File: src/rtl/taq_pkg.sv
// ----------------------------------------------------------------------------
// taq_pkg
// Shared types and constants for the timed action sorted queue: the stored
// entry layout, the command codes and the sequencer states.
// ----------------------------------------------------------------------------
package taq_pkg;

  // Default number of entries the queue holds.
  localparam int unsigned QUEUE_DEPTH_DEF = 16;

  // Field widths fixed by the item layout.
  localparam int unsigned TimeW  = 32;
  localparam int unsigned KindW  = 2;
  localparam int unsigned CmdW   = 2;
  localparam int unsigned CountW = 5;

  // Command codes; the fourth code is unused and changes nothing.
  typedef enum logic [CmdW-1:0] {
    CMD_ADD   = 2'd0,
    CMD_POP   = 2'd1,
    CMD_CLEAR = 2'd2
  } cmd_e;

  // One stored action.
  typedef struct packed {
    logic [TimeW-1:0] ev_time;
    logic [KindW-1:0] kind;
  } entry_t;

  // Sequencer states.
  typedef enum logic [2:0] {
    ST_IDLE,
    ST_ADD_CMP,
    ST_ADD_PUT,
    ST_POP_MV,
    ST_DONE
  } state_e;

endpackage : taq_pkg

File: src/rtl/taq_store.sv
// ----------------------------------------------------------------------------
// taq_store
// Entry storage for the queue: one write port and one read port with
// registered read data. Contents are undefined until written.
// ----------------------------------------------------------------------------
module taq_store #(
  parameter int unsigned Depth = taq_pkg::QUEUE_DEPTH_DEF,
  parameter int unsigned AddrW = $clog2(Depth)
) (
  input  logic              clk_i,
  input  logic              we_i,
  input  logic [AddrW-1:0]  waddr_i,
  input  taq_pkg::entry_t   wdata_i,
  input  logic              re_i,
  input  logic [AddrW-1:0]  raddr_i,
  output taq_pkg::entry_t   rdata_o
);
  import taq_pkg::*;

  entry_t mem_q [Depth];
  entry_t rdata_q;

  // Write port.
  always_ff @(posedge clk_i) begin
    if (we_i) begin
      mem_q[waddr_i] <= wdata_i;
    end
  end

  // Read port with registered data.
  always_ff @(posedge clk_i) begin
    if (re_i) begin
      rdata_q <= mem_q[raddr_i];
    end
  end

  assign rdata_o = rdata_q;

endmodule : taq_store

File: src/rtl/taq_seq.sv
// ----------------------------------------------------------------------------
// taq_seq
// Command sequencer for the queue. It walks the storage one entry per cycle
// to open a gap for an add or to close the gap left by a pop, using a single
// shared 32-bit magnitude comparator, and keeps the head entry in a register.
// ----------------------------------------------------------------------------
module taq_seq #(
  parameter int unsigned Depth  = taq_pkg::QUEUE_DEPTH_DEF,
  parameter int unsigned AddrW  = $clog2(Depth),
  parameter int unsigned CntW   = $clog2(Depth + 1)
) (
  input  logic                        clk_i,
  input  logic                        rst_ni,
  // Command side.
  input  logic                        start,
  output logic                        busy,
  input  logic [taq_pkg::CmdW-1:0]    cmd_i,
  input  logic [taq_pkg::TimeW-1:0]   event_time_i,
  input  logic [taq_pkg::KindW-1:0]   event_kind_i,
  input  logic [taq_pkg::TimeW-1:0]   now_time_i,
  // Storage port.
  output logic                        mem_we_o,
  output logic [AddrW-1:0]            mem_waddr_o,
  output taq_pkg::entry_t             mem_wdata_o,
  output logic                        mem_re_o,
  output logic [AddrW-1:0]            mem_raddr_o,
  input  taq_pkg::entry_t             mem_rdata_i,
  // Result side.
  output logic                        result_valid_o,
  output logic                        op_ok_o,
  output logic [taq_pkg::TimeW-1:0]   popped_time_o,
  output logic [taq_pkg::KindW-1:0]   popped_kind_o,
  output logic [taq_pkg::CountW-1:0]  entry_count_o,
  output logic                        head_valid_o,
  output logic [taq_pkg::TimeW-1:0]   head_time_o
);
  import taq_pkg::*;

  localparam logic [CntW-1:0] DepthC = CntW'(Depth);
  localparam logic [CntW-1:0] OneC   = CntW'(1);
  localparam logic [CntW-1:0] TwoC   = CntW'(2);

  state_e            state_q, state_d;
  logic [CntW-1:0]   idx_q, idx_d;
  logic [CntW-1:0]   count_q, count_d;
  entry_t            head_q, head_d;
  entry_t            new_q, new_d;
  logic              ok_q, ok_d;
  logic [TimeW-1:0]  ptime_q, ptime_d;
  logic [KindW-1:0]  pkind_q, pkind_d;

  logic              accept;
  logic              due;
  logic [TimeW-1:0]  cmp_a, cmp_b;
  logic              cmp_gt;
  logic [CntW-1:0]   idx_m1, idx_m2, idx_p1, cnt_m1;
  logic [CntW+CountW-1:0] count_wide;

  assign accept = start && !busy;

  // Shared comparator: stored time against the new time while opening a
  // gap, head time against the current time when a pop is accepted.
  always_comb begin
    if (state_q == ST_ADD_CMP) begin
      cmp_a = mem_rdata_i.ev_time;
      cmp_b = new_q.ev_time;
    end else begin
      cmp_a = head_q.ev_time;
      cmp_b = now_time_i;
    end
  end
  assign cmp_gt = cmp_a > cmp_b;
  assign due    = (count_q != '0) && !cmp_gt;

  assign idx_m1 = idx_q - OneC;
  assign idx_m2 = idx_q - TwoC;
  assign idx_p1 = idx_q + OneC;
  assign cnt_m1 = count_q - OneC;

  // Next state.
  always_comb begin
    state_d = state_q;
    case (state_q)
      ST_IDLE, ST_DONE: begin
        if (accept) begin
          case (cmd_i)
            CMD_ADD: begin
              if (count_q == DepthC) begin
                state_d = ST_DONE;
              end else if (count_q == '0) begin
                state_d = ST_ADD_PUT;
              end else begin
                state_d = ST_ADD_CMP;
              end
            end
            CMD_POP: begin
              if (due && count_q != OneC) begin
                state_d = ST_POP_MV;
              end else begin
                state_d = ST_DONE;
              end
            end
            default: state_d = ST_DONE;
          endcase
        end else begin
          state_d = ST_IDLE;
        end
      end
      ST_ADD_CMP: begin
        if (cmp_gt && idx_q != OneC) begin
          state_d = ST_ADD_CMP;
        end else begin
          state_d = ST_ADD_PUT;
        end
      end
      ST_ADD_PUT: state_d = ST_DONE;
      ST_POP_MV: begin
        if (idx_p1 < count_q) begin
          state_d = ST_POP_MV;
        end else begin
          state_d = ST_DONE;
        end
      end
      default: state_d = ST_IDLE;
    endcase
  end

  // Datapath and storage control.
  always_comb begin
    idx_d       = idx_q;
    count_d     = count_q;
    head_d      = head_q;
    new_d       = new_q;
    ok_d        = ok_q;
    ptime_d     = ptime_q;
    pkind_d     = pkind_q;
    mem_we_o    = 1'b0;
    mem_waddr_o = idx_q[AddrW-1:0];
    mem_wdata_o = mem_rdata_i;
    mem_re_o    = 1'b0;
    mem_raddr_o = idx_m1[AddrW-1:0];
    case (state_q)
      ST_IDLE, ST_DONE: begin
        if (accept) begin
          ok_d    = 1'b0;
          ptime_d = '0;
          pkind_d = '0;
          case (cmd_i)
            CMD_ADD: begin
              new_d.ev_time = event_time_i;
              new_d.kind    = event_kind_i;
              idx_d         = count_q;
              // Fetch the last held entry to start the search from the tail.
              if (count_q != DepthC && count_q != '0) begin
                mem_re_o    = 1'b1;
                mem_raddr_o = cnt_m1[AddrW-1:0];
              end
            end
            CMD_POP: begin
              if (due) begin
                ok_d    = 1'b1;
                ptime_d = head_q.ev_time;
                pkind_d = head_q.kind;
                if (count_q == OneC) begin
                  count_d = '0;
                end else begin
                  idx_d       = OneC;
                  mem_re_o    = 1'b1;
                  mem_raddr_o = OneC[AddrW-1:0];
                end
              end
            end
            CMD_CLEAR: begin
              count_d = '0;
              ok_d    = 1'b1;
            end
            default: begin
              ok_d = 1'b0;
            end
          endcase
        end
      end
      ST_ADD_CMP: begin
        // A later entry moves up one place; fetch the one below it.
        if (cmp_gt) begin
          mem_we_o    = 1'b1;
          mem_waddr_o = idx_q[AddrW-1:0];
          mem_wdata_o = mem_rdata_i;
          idx_d       = idx_m1;
          if (idx_q != OneC) begin
            mem_re_o    = 1'b1;
            mem_raddr_o = idx_m2[AddrW-1:0];
          end
        end
      end
      ST_ADD_PUT: begin
        mem_we_o    = 1'b1;
        mem_waddr_o = idx_q[AddrW-1:0];
        mem_wdata_o = new_q;
        count_d     = count_q + OneC;
        ok_d        = 1'b1;
        if (idx_q == '0) begin
          head_d = new_q;
        end
      end
      ST_POP_MV: begin
        // Each entry moves down one place; the first one becomes the head.
        mem_we_o    = 1'b1;
        mem_waddr_o = idx_m1[AddrW-1:0];
        mem_wdata_o = mem_rdata_i;
        if (idx_q == OneC) begin
          head_d = mem_rdata_i;
        end
        if (idx_p1 < count_q) begin
          mem_re_o    = 1'b1;
          mem_raddr_o = idx_p1[AddrW-1:0];
          idx_d       = idx_p1;
        end else begin
          count_d = cnt_m1;
        end
      end
      default: begin
        idx_d = idx_q;
      end
    endcase
  end

  // Control registers.
  always_ff @(posedge clk_i or negedge rst_ni) begin
    if (!rst_ni) begin
      state_q <= ST_IDLE;
      count_q <= '0;
      idx_q   <= '0;
      ok_q    <= 1'b0;
    end else begin
      state_q <= state_d;
      count_q <= count_d;
      idx_q   <= idx_d;
      ok_q    <= ok_d;
    end
  end

  // Payload registers.
  always_ff @(posedge clk_i) begin
    head_q  <= head_d;
    new_q   <= new_d;
    ptime_q <= ptime_d;
    pkind_q <= pkind_d;
  end

  // Result and handshake outputs.
  assign busy           = (state_q != ST_IDLE) && (state_q != ST_DONE);
  assign result_valid_o = (state_q == ST_DONE);
  assign count_wide     = {{CountW{1'b0}}, count_q};
  assign op_ok_o        = ok_q;
  assign popped_time_o  = ptime_q;
  assign popped_kind_o  = pkind_q;
  assign entry_count_o  = count_wide[CountW-1:0];
  assign head_valid_o   = (count_q != '0);
  assign head_time_o    = (count_q != '0) ? head_q.ev_time : '0;

`ifndef ASSERT_OFF
  // The fill count never exceeds the storage depth.
  a_count_range: assert property (@(posedge clk_i) disable iff (!rst_ni)
    count_q <= DepthC)
    else $error("queue count exceeds depth");

  // The insertion search always has an entry below the gap to look at.
  a_add_idx: assert property (@(posedge clk_i) disable iff (!rst_ni)
    (state_q == ST_ADD_CMP) |-> (idx_q != '0) && (idx_q <= count_q))
    else $error("insertion index out of range");

  // The pop walk only moves held entries.
  a_pop_idx: assert property (@(posedge clk_i) disable iff (!rst_ni)
    (state_q == ST_POP_MV) |-> (idx_q != '0) && (idx_q < count_q))
    else $error("pop index out of range");

  // A finished add leaves exactly one more entry than before.
  a_add_count: assert property (@(posedge clk_i) disable iff (!rst_ni)
    (state_q == ST_ADD_PUT) |=> (count_q == $past(count_q) + OneC))
    else $error("add did not grow the queue by one");

  // A pop that reports success always comes from a held entry.
  a_pop_ok: assert property (@(posedge clk_i) disable iff (!rst_ni)
    (accept && cmd_i == CMD_POP && count_q == '0) |=> !ok_q)
    else $error("pop succeeded on an empty queue");
`endif

endmodule : taq_seq

File: src/rtl/timed_action_sorted_queue.sv
// ----------------------------------------------------------------------------
// timed_action_sorted_queue
// Bounded queue of timed actions kept in ascending time order.
// ----------------------------------------------------------------------------
// Usage: drive cmd_i and its operands with start high; the item is taken at
// the rising edge where start is high and busy is low. Commands are add
// (insert after all entries of equal time, refused when full), pop due
// (remove the head when its time is at or before now_time_i) and clear.
// Each item gives one result, shown for exactly one cycle with
// result_valid_o high; it also reports the count and head after the command.
// An add walks the entries behind the insertion point, moving each up one
// place, then writes the new action; a due pop moves every remaining entry
// down one place to close the gap. A refused add, a pop with nothing due,
// clear and the unused code go straight to the result. The walk through the
// entry storage, with one read and one write port, moves one entry a cycle.
// busy is low again in the result cycle, so the next item may be taken then.
// Reset empties the queue at once; entry storage needs no clearing pass.
// The receiver cannot stall: a result must be taken in its cycle.
// ----------------------------------------------------------------------------
module timed_action_sorted_queue #(
  parameter int unsigned QueueDepth = taq_pkg::QUEUE_DEPTH_DEF
) (
  input  logic                        clk_i,
  input  logic                        rst_ni,
  input  logic                        start,
  output logic                        busy,
  input  logic [taq_pkg::CmdW-1:0]    cmd_i,
  input  logic [taq_pkg::TimeW-1:0]   event_time_i,
  input  logic [taq_pkg::KindW-1:0]   event_kind_i,
  input  logic [taq_pkg::TimeW-1:0]   now_time_i,
  output logic                        result_valid_o,
  output logic                        op_ok_o,
  output logic [taq_pkg::TimeW-1:0]   popped_time_o,
  output logic [taq_pkg::KindW-1:0]   popped_kind_o,
  output logic [taq_pkg::CountW-1:0]  entry_count_o,
  output logic                        head_valid_o,
  output logic [taq_pkg::TimeW-1:0]   head_time_o
);
  import taq_pkg::*;

  localparam int unsigned AddrW = $clog2(QueueDepth);
  localparam int unsigned CntW  = $clog2(QueueDepth + 1);

  logic             mem_we;
  logic [AddrW-1:0] mem_waddr;
  entry_t           mem_wdata;
  logic             mem_re;
  logic [AddrW-1:0] mem_raddr;
  entry_t           mem_rdata;

  // Command sequencer with the shared comparator.
  taq_seq #(
    .Depth (QueueDepth),
    .AddrW (AddrW),
    .CntW  (CntW)
  ) u_seq (
    .clk_i          (clk_i),
    .rst_ni         (rst_ni),
    .start          (start),
    .busy           (busy),
    .cmd_i          (cmd_i),
    .event_time_i   (event_time_i),
    .event_kind_i   (event_kind_i),
    .now_time_i     (now_time_i),
    .mem_we_o       (mem_we),
    .mem_waddr_o    (mem_waddr),
    .mem_wdata_o    (mem_wdata),
    .mem_re_o       (mem_re),
    .mem_raddr_o    (mem_raddr),
    .mem_rdata_i    (mem_rdata),
    .result_valid_o (result_valid_o),
    .op_ok_o        (op_ok_o),
    .popped_time_o  (popped_time_o),
    .popped_kind_o  (popped_kind_o),
    .entry_count_o  (entry_count_o),
    .head_valid_o   (head_valid_o),
    .head_time_o    (head_time_o)
  );

  // Entry storage.
  taq_store #(
    .Depth (QueueDepth),
    .AddrW (AddrW)
  ) u_store (
    .clk_i   (clk_i),
    .we_i    (mem_we),
    .waddr_i (mem_waddr),
    .wdata_i (mem_wdata),
    .re_i    (mem_re),
    .raddr_i (mem_raddr),
    .rdata_o (mem_rdata)
  );

endmodule : timed_action_sorted_queue

File: config.mk
export PLATFORM = sky130hd
export DESIGN_NAME = timed_action_sorted_queue
export DESIGN_NICKNAME = d
export VERILOG_FILES = /design/src/rtl/taq_pkg.sv /design/src/rtl/taq_store.sv /design/src/rtl/taq_seq.sv /design/src/rtl/timed_action_sorted_queue.sv
export SDC_FILE = /design/constraint.sdc
export NUM_CORES = 1
export LEC_CHECK = 0
export BUFFER_PORTS_ARGS = -buffer_cell sky130_fd_sc_hd__clkbuf_2
export CAP_MARGIN = 10
export CORE_MARGIN = 5
export CORE_UTILIZATION = 25
export DETAILED_ROUTE_END_ITERATION = 6
export GPL_ROUTABILITY_DRIVEN = 0
export MAX_ROUTING_LAYER = met4
export PLACE_DENSITY = 0.47
export SLEW_MARGIN = 10
export SYNTH_ARGS = -nofsm -noshare
export SYNTH_HDL_FRONTEND = slang
export SYNTH_HIERARCHICAL = 1
export SYNTH_SLANG_ARGS = --single-unit
File: constraint.sdc
create_clock -name clk_i -period 6.9 [get_ports clk_i]
set_input_delay 1.035 -clock clk_i [delete_from_list [all_inputs] [get_ports clk_i]]
set_output_delay 1.035 -clock clk_i [all_outputs]
set_load 0.005 [all_outputs]
==> results of run 1 <==
[layer usage]
layer / part of all wire / wire [um]
met2: 0.46 / 40200
met1: 0.43 / 37400
met5: 0 / 0
met4: 0.019 / 1670
met3: 0.089 / 7710
[critical path, cell delays in order (launching register included)]
cell,delay (ns)
dfrtp_1,0.43
nand2b_1,0.31
or2_4,0.46
buf_4,0.41
mux2i_1,0.27
ha_1,0.28
a21o_1,0.18
nand3_1,0.07
a21oi_1,0.11
nor4_1,0.98
o21ai_2,0.22
nor3_1,0.39
o21ai_0,0.24
a211oi_4,0.41
buf_12,0.24
buf_4,0.33
mux4_2,0.54
a22oi_1,0.22
nand2_1,0.08
[worst max-delay path by stage]
stage,from,end,slack (ns)
after CTS,u_seq/state_q[2]$_DFF_PN0_,u_store/rdata_o[8]$_DFFE_PP_,0.32
after detailed placement,u_seq/state_q[2]$_DFF_PN0_,u_store/rdata_o[8]$_DFFE_PP_,0.33
after floorplan,u_seq/state_q[2]$_DFF_PN0_,u_store/mem_q[0][0]$_DFFE_PP_,0.48
final,u_seq/state_q[2]$_DFF_PN0_,u_store/rdata_o[8]$_DFFE_PP_,0.40
after global placement,u_seq/state_q[2]$_DFF_PN0_,u_store/rdata_o[8]$_DFFE_PP_,0.51
after global routing,u_seq/state_q[2]$_DFF_PN0_,u_store/rdata_o[13]$_DFFE_PP_,0.08
[flip-flops by register name, summed over array words and instances, names as in the netlist]
name                 count
u_store/rdata_o         34
u_seq/state_q            3
u_store/mem_q          544
u_seq/entry_count_o      5
u_seq/new_q             34
u_seq/idx_q              5
u_seq/head_q            34
u_seq/popped_time_o     32
u_seq/popped_kind_o      2
u_seq/op_ok_o            1
[layout by cell type, fill, tap and decap left out, types with 5 or more instances in the layout]
cell	instances
nor2_4	15
mux4_2	136
a21oi_1	33
xnor2_1	7
edfxtp_1	680
buf_4	41
ha_1	50
a22oi_1	69
clkinv_2	12
nor3_2	5
mux2i_1	37
inv_1	19
clkbuf_16	75
bufinv_16	7
nand2b_1	6
nand3_1	13
nor3_1	5
o21ai_0	14
buf_12	21
clkinv_1	18
a21o_1	7
nand2_1	261
dfrtp_1	14
clkbuf_1	13
nand4_1	8
mux2_2	35
clkbuf_2	145
and2_1	70
nor2_1	17
[cell families (layout without fill, tap and decap cells)]
| logic type | Yosys count | in the layout | synth area share |
|---|---|---|---|
| AOI/OAI and AO/OA | 165 | 165 | 0.0397 |
| adders and majority gates | 50 | 50 | 0.0217 |
| xor gates and xnor gates | 10 | 10 | 0.00304 |
| muxes | 209 | 209 | 0.133 |
| other | 0 | 4 | 0 |
| and+or+nand+nor | 422 | 422 | 0.0660 |
| DFF | 694 | 694 | 0.721 |
| buffers and inverters | 102 | 364 | 0.0154 |
[final cells by class]
type                            count  area (um2)
Clock buffer                       88        1930
Fill cell                       11204       80000
Tap cell                         1512        1890
Sequential cell                   694       20800
Antenna cell                        4        10.0
Inverter                           21        78.8
Multi-Input combinational cell    856        7790
Timing Repair Buffer              207        1450
Clock inverter                     48         459
[power by group]
part	total (W)	internal [W]	switching [W]
Sequential	0.00604	0.00577	0.000278
Clock	0.00395	0.00227	0.00168
Combinational	0.00691	0.00286	0.00404
[stage by stage]
step / cell area, um2 / cells
after global routing: 34400 / 3426
after detailed placement: 32000 / 3290
after global placement: 32000 / 3290
after floorplan: 28800 / 1652
after CTS: 34400 / 3426
final: 34400 / 3430
==> flow_metrics.env, run 1 <==
export IMPL_clk_pin_slew_ns=0.06
export IMPL_peakVddDrop_uv=557
export IMPL_relSlewSlack=0.241
export IMPL_powerDensity_nw_per_um2=492
export IMPL_yosysWarningCount=6
export IMPL_postRouteAntennaNets=0
export IMPL_cts_made_buffers=75
export IMPL_p_total_w=0.0169
export IMPL_ios=146
export IMPL_grt_max_degree=62
export IMPL_grt_total_usage=0.144
export IMPL_met3_usage=0.0393
export IMPL_slew_violations=0
export IMPL_r2r_end="u_store/rdata_o[8]$_DFFE_PP_"
export IMPL_ys_seq_area_frac=0.721
export IMPL_cts_tree="done"
export IMPL_die_area_um2=122000
export IMPL_max_freq_mhz=154
export IMPL_hpwl_mm=52.7
export IMPL_fin_crit_ns=6.50
export IMPL_row_count=124
export IMPL_nets=1976
export IMPL_clock_root_buffer="clkbuf_16"
export IMPL_grt_pass1_vias=16613
export IMPL_drc=0
export IMPL_use_met2=0.221
export IMPL_worstMarginPinSlew_ns=1.13
export IMPL_syn_inst=1652
export IMPL_r2r_slack_ns=0.40
export IMPL_setup_tns_ns=0
export IMPL_numPortBuffers=145
export IMPL_synth_common_cells="edfxtp_1 (680), nand2_1 (262), mux4_2 (136)"
export IMPL_ctsHoldBuffers=0
export IMPL_synth_area_leaders="edfxtp_1 (71%), mux4_2 (11%), nand2_1 (3.4%), ha_1 (2.2%), a22oi_1 (1.8%)"
export IMPL_max_cap_violations=0
export IMPL_clock_skew_ns=0.0224
export IMPL_die_w_um=349
export IMPL_antenna_found_initial=6
export IMPL_crit_path_start_kind="register"
export IMPL_die_h_um=349
export IMPL_yosys_area_top_type="edfxtp_1"
export IMPL_hold_ws_ns=0.340
export IMPL_crit_fanout=22
export IMPL_gr_total_overflow=0
export IMPL_ys_flop_type="edfxtp_1"
export IMPL_power_leakage_nw=11.7
export IMPL_clock_sinks=694
export IMPL_syn_nets=1773
export IMPL_status="complete, no violations"
export IMPL_num_vias=16155
export IMPL_required_ns=7.28
export IMPL_setup_slack_ns=0.403
export IMPL_synth_ff_latch_count=694
export IMPL_drt_iter0_markers=1345
export IMPL_wl_per_cell_um=25.4
export IMPL_core_area_um2=114000
export IMPL_totalWireLength_mm=87.1
export IMPL_ys_types=55
export IMPL_critPathCaptureType="register"
export IMPL_clkLatencyLatePin_ns=0.63
export IMPL_ff2ff_path_depth=18
export IMPL_dr_pass1_iters=5
export IMPL_cts_resized_gates=0
export IMPL_synth_most_common_cell="edfxtp_1"
export IMPL_period_share=0.942
export IMPL_avgSynthCellArea_um2=17.4
export IMPL_hold_viol=0
export IMPL_async_flop_share=0.0202
export IMPL_clock_path_buffers=3
export IMPL_rsz0062_at_grt="no"
export IMPL_hp_class="input port to async pin"
export IMPL_cts_setup_buffers=0
export IMPL_setup_worst_path_class="register to register"
export IMPL_synth_enable_flop_cells=680
export IMPL_vias_per_cell=4.71
export IMPL_arrival_ns=6.87
export IMPL_grt_use_met1=0.192
export IMPL_area_delta_synth_final_pct=19.3
export IMPL_grt_busiest_layer="met2"
export IMPL_start_util=0.252
export IMPL_cts_max_level=3
export IMPL_pre_cts_ws_ns=0.329
export IMPL_final_setup_viol_count=0
export IMPL_layout_drive_gt1_share=0.271
export IMPL_yosysTopAreaCellShare=0.709
export IMPL_synthesis_area_um2=28800
export IMPL_fin_util=0.301
export IMPL_grt_pass1_wl_mm=123
export IMPL_r2r_start="u_seq/state_q[2]$_DFF_PN0_"
(Power assumes the default switching activity.)
==> run 2: changes to the inputs <==
PLACE_DENSITY = 0.45   (was 0.47)
clock period = 8.4 ns   (was 6.9 ns; I/O delays follow)
==> run 2 against run 1 <==
Power decreased by 18%. Combinational power fell by 19%. Global-route usage increased by 0.38 points. Sequential share of layout area is 0.42 points higher. Clock skew grew 0.0031 ns. Wire length is 2.2% higher. Critical path depth decreased by 1. Critical path type unchanged. Sequential cell count unchanged. Sequential power shrank 18%. Non-clock buffer count shrank 13. Via count increased by 0.92%. Maximum frequency down 9.9%.
==> flow_metrics.env, run 2 (synthesized netlist as in run 1, its figures left out) <==
export IMPL_drc=0
export IMPL_critPathCaptureType="register"
export IMPL_cts_tree="done"
export IMPL_layout_commonest_cell="edfxtp_1"
export IMPL_hold_viol=0
export IMPL_top_register="u_store/mem_q"
export IMPL_max_freq_mhz=139
export IMPL_nets=1966
export IMPL_die_h_um=349
export IMPL_final_setup_viol_count=0
export IMPL_power_leakage_nw=11.7
export IMPL_peakVddDrop_uv=675
export IMPL_die_w_um=349
export IMPL_slew_violations=0
export IMPL_hold_end="u_seq/popped_kind_o[0]$_SDFFCE_PN0P_"
export IMPL_critPathLaunch="u_seq/state_q[0]$_DFF_PN0_"
export IMPL_arrival_ns=7.57
export IMPL_ctsHoldBuffers=0
export IMPL_hold_start="u_seq/head_q[0]$_DFFE_PP_"
export IMPL_r2r_end="u_store/rdata_o[15]$_DFFE_PP_"
export IMPL_setup_tns_ns=0
export IMPL_clock_sinks=694
export IMPL_grt_total_usage=0.148
export IMPL_status="complete, no violations"
export IMPL_wl_per_cell_um=26.0
export IMPL_seq_power_share=0.359
export IMPL_fin_crit_ns=7.21
export IMPL_antenna_found_initial=7
export IMPL_required_ns=8.76
export IMPL_vias_per_cell=4.77
export IMPL_num_vias=16303
export IMPL_clkPwrFrac=0.236
export IMPL_clk_pin_slew_ns=0.06
export IMPL_powerDensity_nw_per_um2=405
export IMPL_die_area_um2=122000
export IMPL_clock_path_buffers=3
export IMPL_ff2ff_path_depth=17
export IMPL_grt_pass1_vias=16638
export IMPL_core_area_um2=114000
export IMPL_crit_fanout=37
export IMPL_internal_power_w=0.00889
export IMPL_clock_root_buffer="clkbuf_16"
export IMPL_grt_max_degree=77
export IMPL_clkLatencyLatePin_ns=0.63
export IMPL_ios=146
export IMPL_fin_util=0.299
export IMPL_numPortBuffers=145
export IMPL_hpwl_mm=52.0
export IMPL_crit_path_start_kind="register"
export IMPL_fill_cells=11235
export IMPL_final_cell_mix="edfxtp_1 (680), nand2_1 (261), clkbuf_2 (145)"
export IMPL_postRouteAntennaNets=0
export IMPL_largest_reg_flops=544
export IMPL_worstMarginPinSlew_ns=1.12
export IMPL_cts_resized_gates=0
export IMPL_switching_power_w=0.00494
export IMPL_cts_setup_buffers=0
export IMPL_row_count=124
export IMPL_r2r_slack_ns=1.19
export IMPL_max_cap_violations=0
export IMPL_totalWireLength_mm=89.0
export IMPL_rsz0062_at_grt="no"
export IMPL_cts_max_level=3
export IMPL_hp_class="register to register"
export IMPL_gr_total_overflow=0
export IMPL_cts_made_buffers=78
export IMPL_dr_pass1_iters=5
export IMPL_p_sw_frac=0.357
export IMPL_start_util=0.252
export IMPL_setup_worst_path_class="register to register"
export IMPL_hold_depth=1
export IMPL_clock_skew_ns=0.0255
export IMPL_r2r_start="u_seq/state_q[0]$_DFF_PN0_"
export IMPL_grt_pass1_wl_mm=126
export IMPL_period_share=0.858
export IMPL_layout_drive_gt1_share=0.264
export IMPL_area_delta_synth_final_pct=18.5
export IMPL_combPwrFrac=0.404
export IMPL_drt_iter0_markers=1547
export IMPL_relSlewSlack=0.254
-- run 2: changes by cell type in the layout (fill, tap and decap cells not counted), moves of 2 or more --
cell and change:
buf_12 -14, bufinv_16 -2, clkinv_1 -6, clkinvlp_4 -2
clkbuf_1 +12, clkbuf_16 +4
-- run 2: final cells by class --
cell class	count	area [um2]	share of cell area
sequential	694	20800	0.608
multi-input combinational	856	7800	0.228
clock buffer	105	2080	0.0611
tap	1512	1890	0.0554
timing repair buffer	194	1180	0.0346
clock inverter	36	330	0.00968
inverter	21	78.8	0.00231
antenna	3	7.51	0.000220
-- run 2: how the worst max path moves through the flow --
stage	endpoint
floorplan	u_store/mem_q[0][0]$_DFFE_PP_
global placement	u_store/rdata_o[15]$_DFFE_PP_
detailed placement	u_store/rdata_o[16]$_DFFE_PP_
CTS	u_store/rdata_o[16]$_DFFE_PP_
global route	u_store/rdata_o[11]$_DFFE_PP_
finish	u_store/rdata_o[15]$_DFFE_PP_
-- run 2: power groups by stage --
stage / logic [W] / clock network [W] / registers [W]
3_3_place_gp: 0.00558 / 0 / 0.00504
6_report: 0.00559 / 0.00327 / 0.00497
4_1_cts: 0.00566 / 0.00337 / 0.00497
5_1_grt: 0.00606 / 0.00351 / 0.00500
3_5_place_dp: 0.00564 / 0 / 0.00504
2_1_floorplan: 0.00379 / 0 / 0.00492
-- run 2: metrics by stage --
stage | setup slack, ns | area (um2) | cells | power [W] | hold WS (ns)
finish | 1.19 | 34100 | 3421 | 0.0138 | 0.531
global route | 0.907 | 34100 | 3421 | 0.0146 | 0.537
CTS | 1.25 | 34100 | 3418 | 0.0140 | 0.530
detailed placement | 1.33 | 31700 | 3277 | 0.0107 | 0.516
global placement | 1.53 | 31700 | 3277 | 0.0106 | 0.508
floorplan | 1.98 | 28800 | 1652 | 0.00871 | 0.489
-- run 2: routing by layer --
metal | wire length (um) | up-vias | share of wire | track usage
li1 | - | 6916 | - | -
met1 | 40200 | 8656 | 0.45 | 0.203
met3 | 6260 | 114 | 0.070 | 0.0324
met4 | 1850 | 0 | 0.021 | 0.0347
met2 | 40700 | 617 | 0.46 | 0.224
met5 | 0 | - | 0 | -
-- run 2: worst max-delay path: stages (launching register included) --
cell,delay [ns]
dfrtp_1,0.57
nand2b_1,0.33
or2_4,0.63
buf_4,0.49
mux2i_1,0.17
ha_1,0.32
nand4_1,0.33
nor4_1,0.52
nand2_1,0.12
o41ai_1,0.11
o21ai_2,0.34
nor3_1,0.43
o21ai_0,0.24
a211oi_4,0.97
buf_12,0.37
mux4_2,0.54
a22oi_1,0.24
nand2_1,0.07
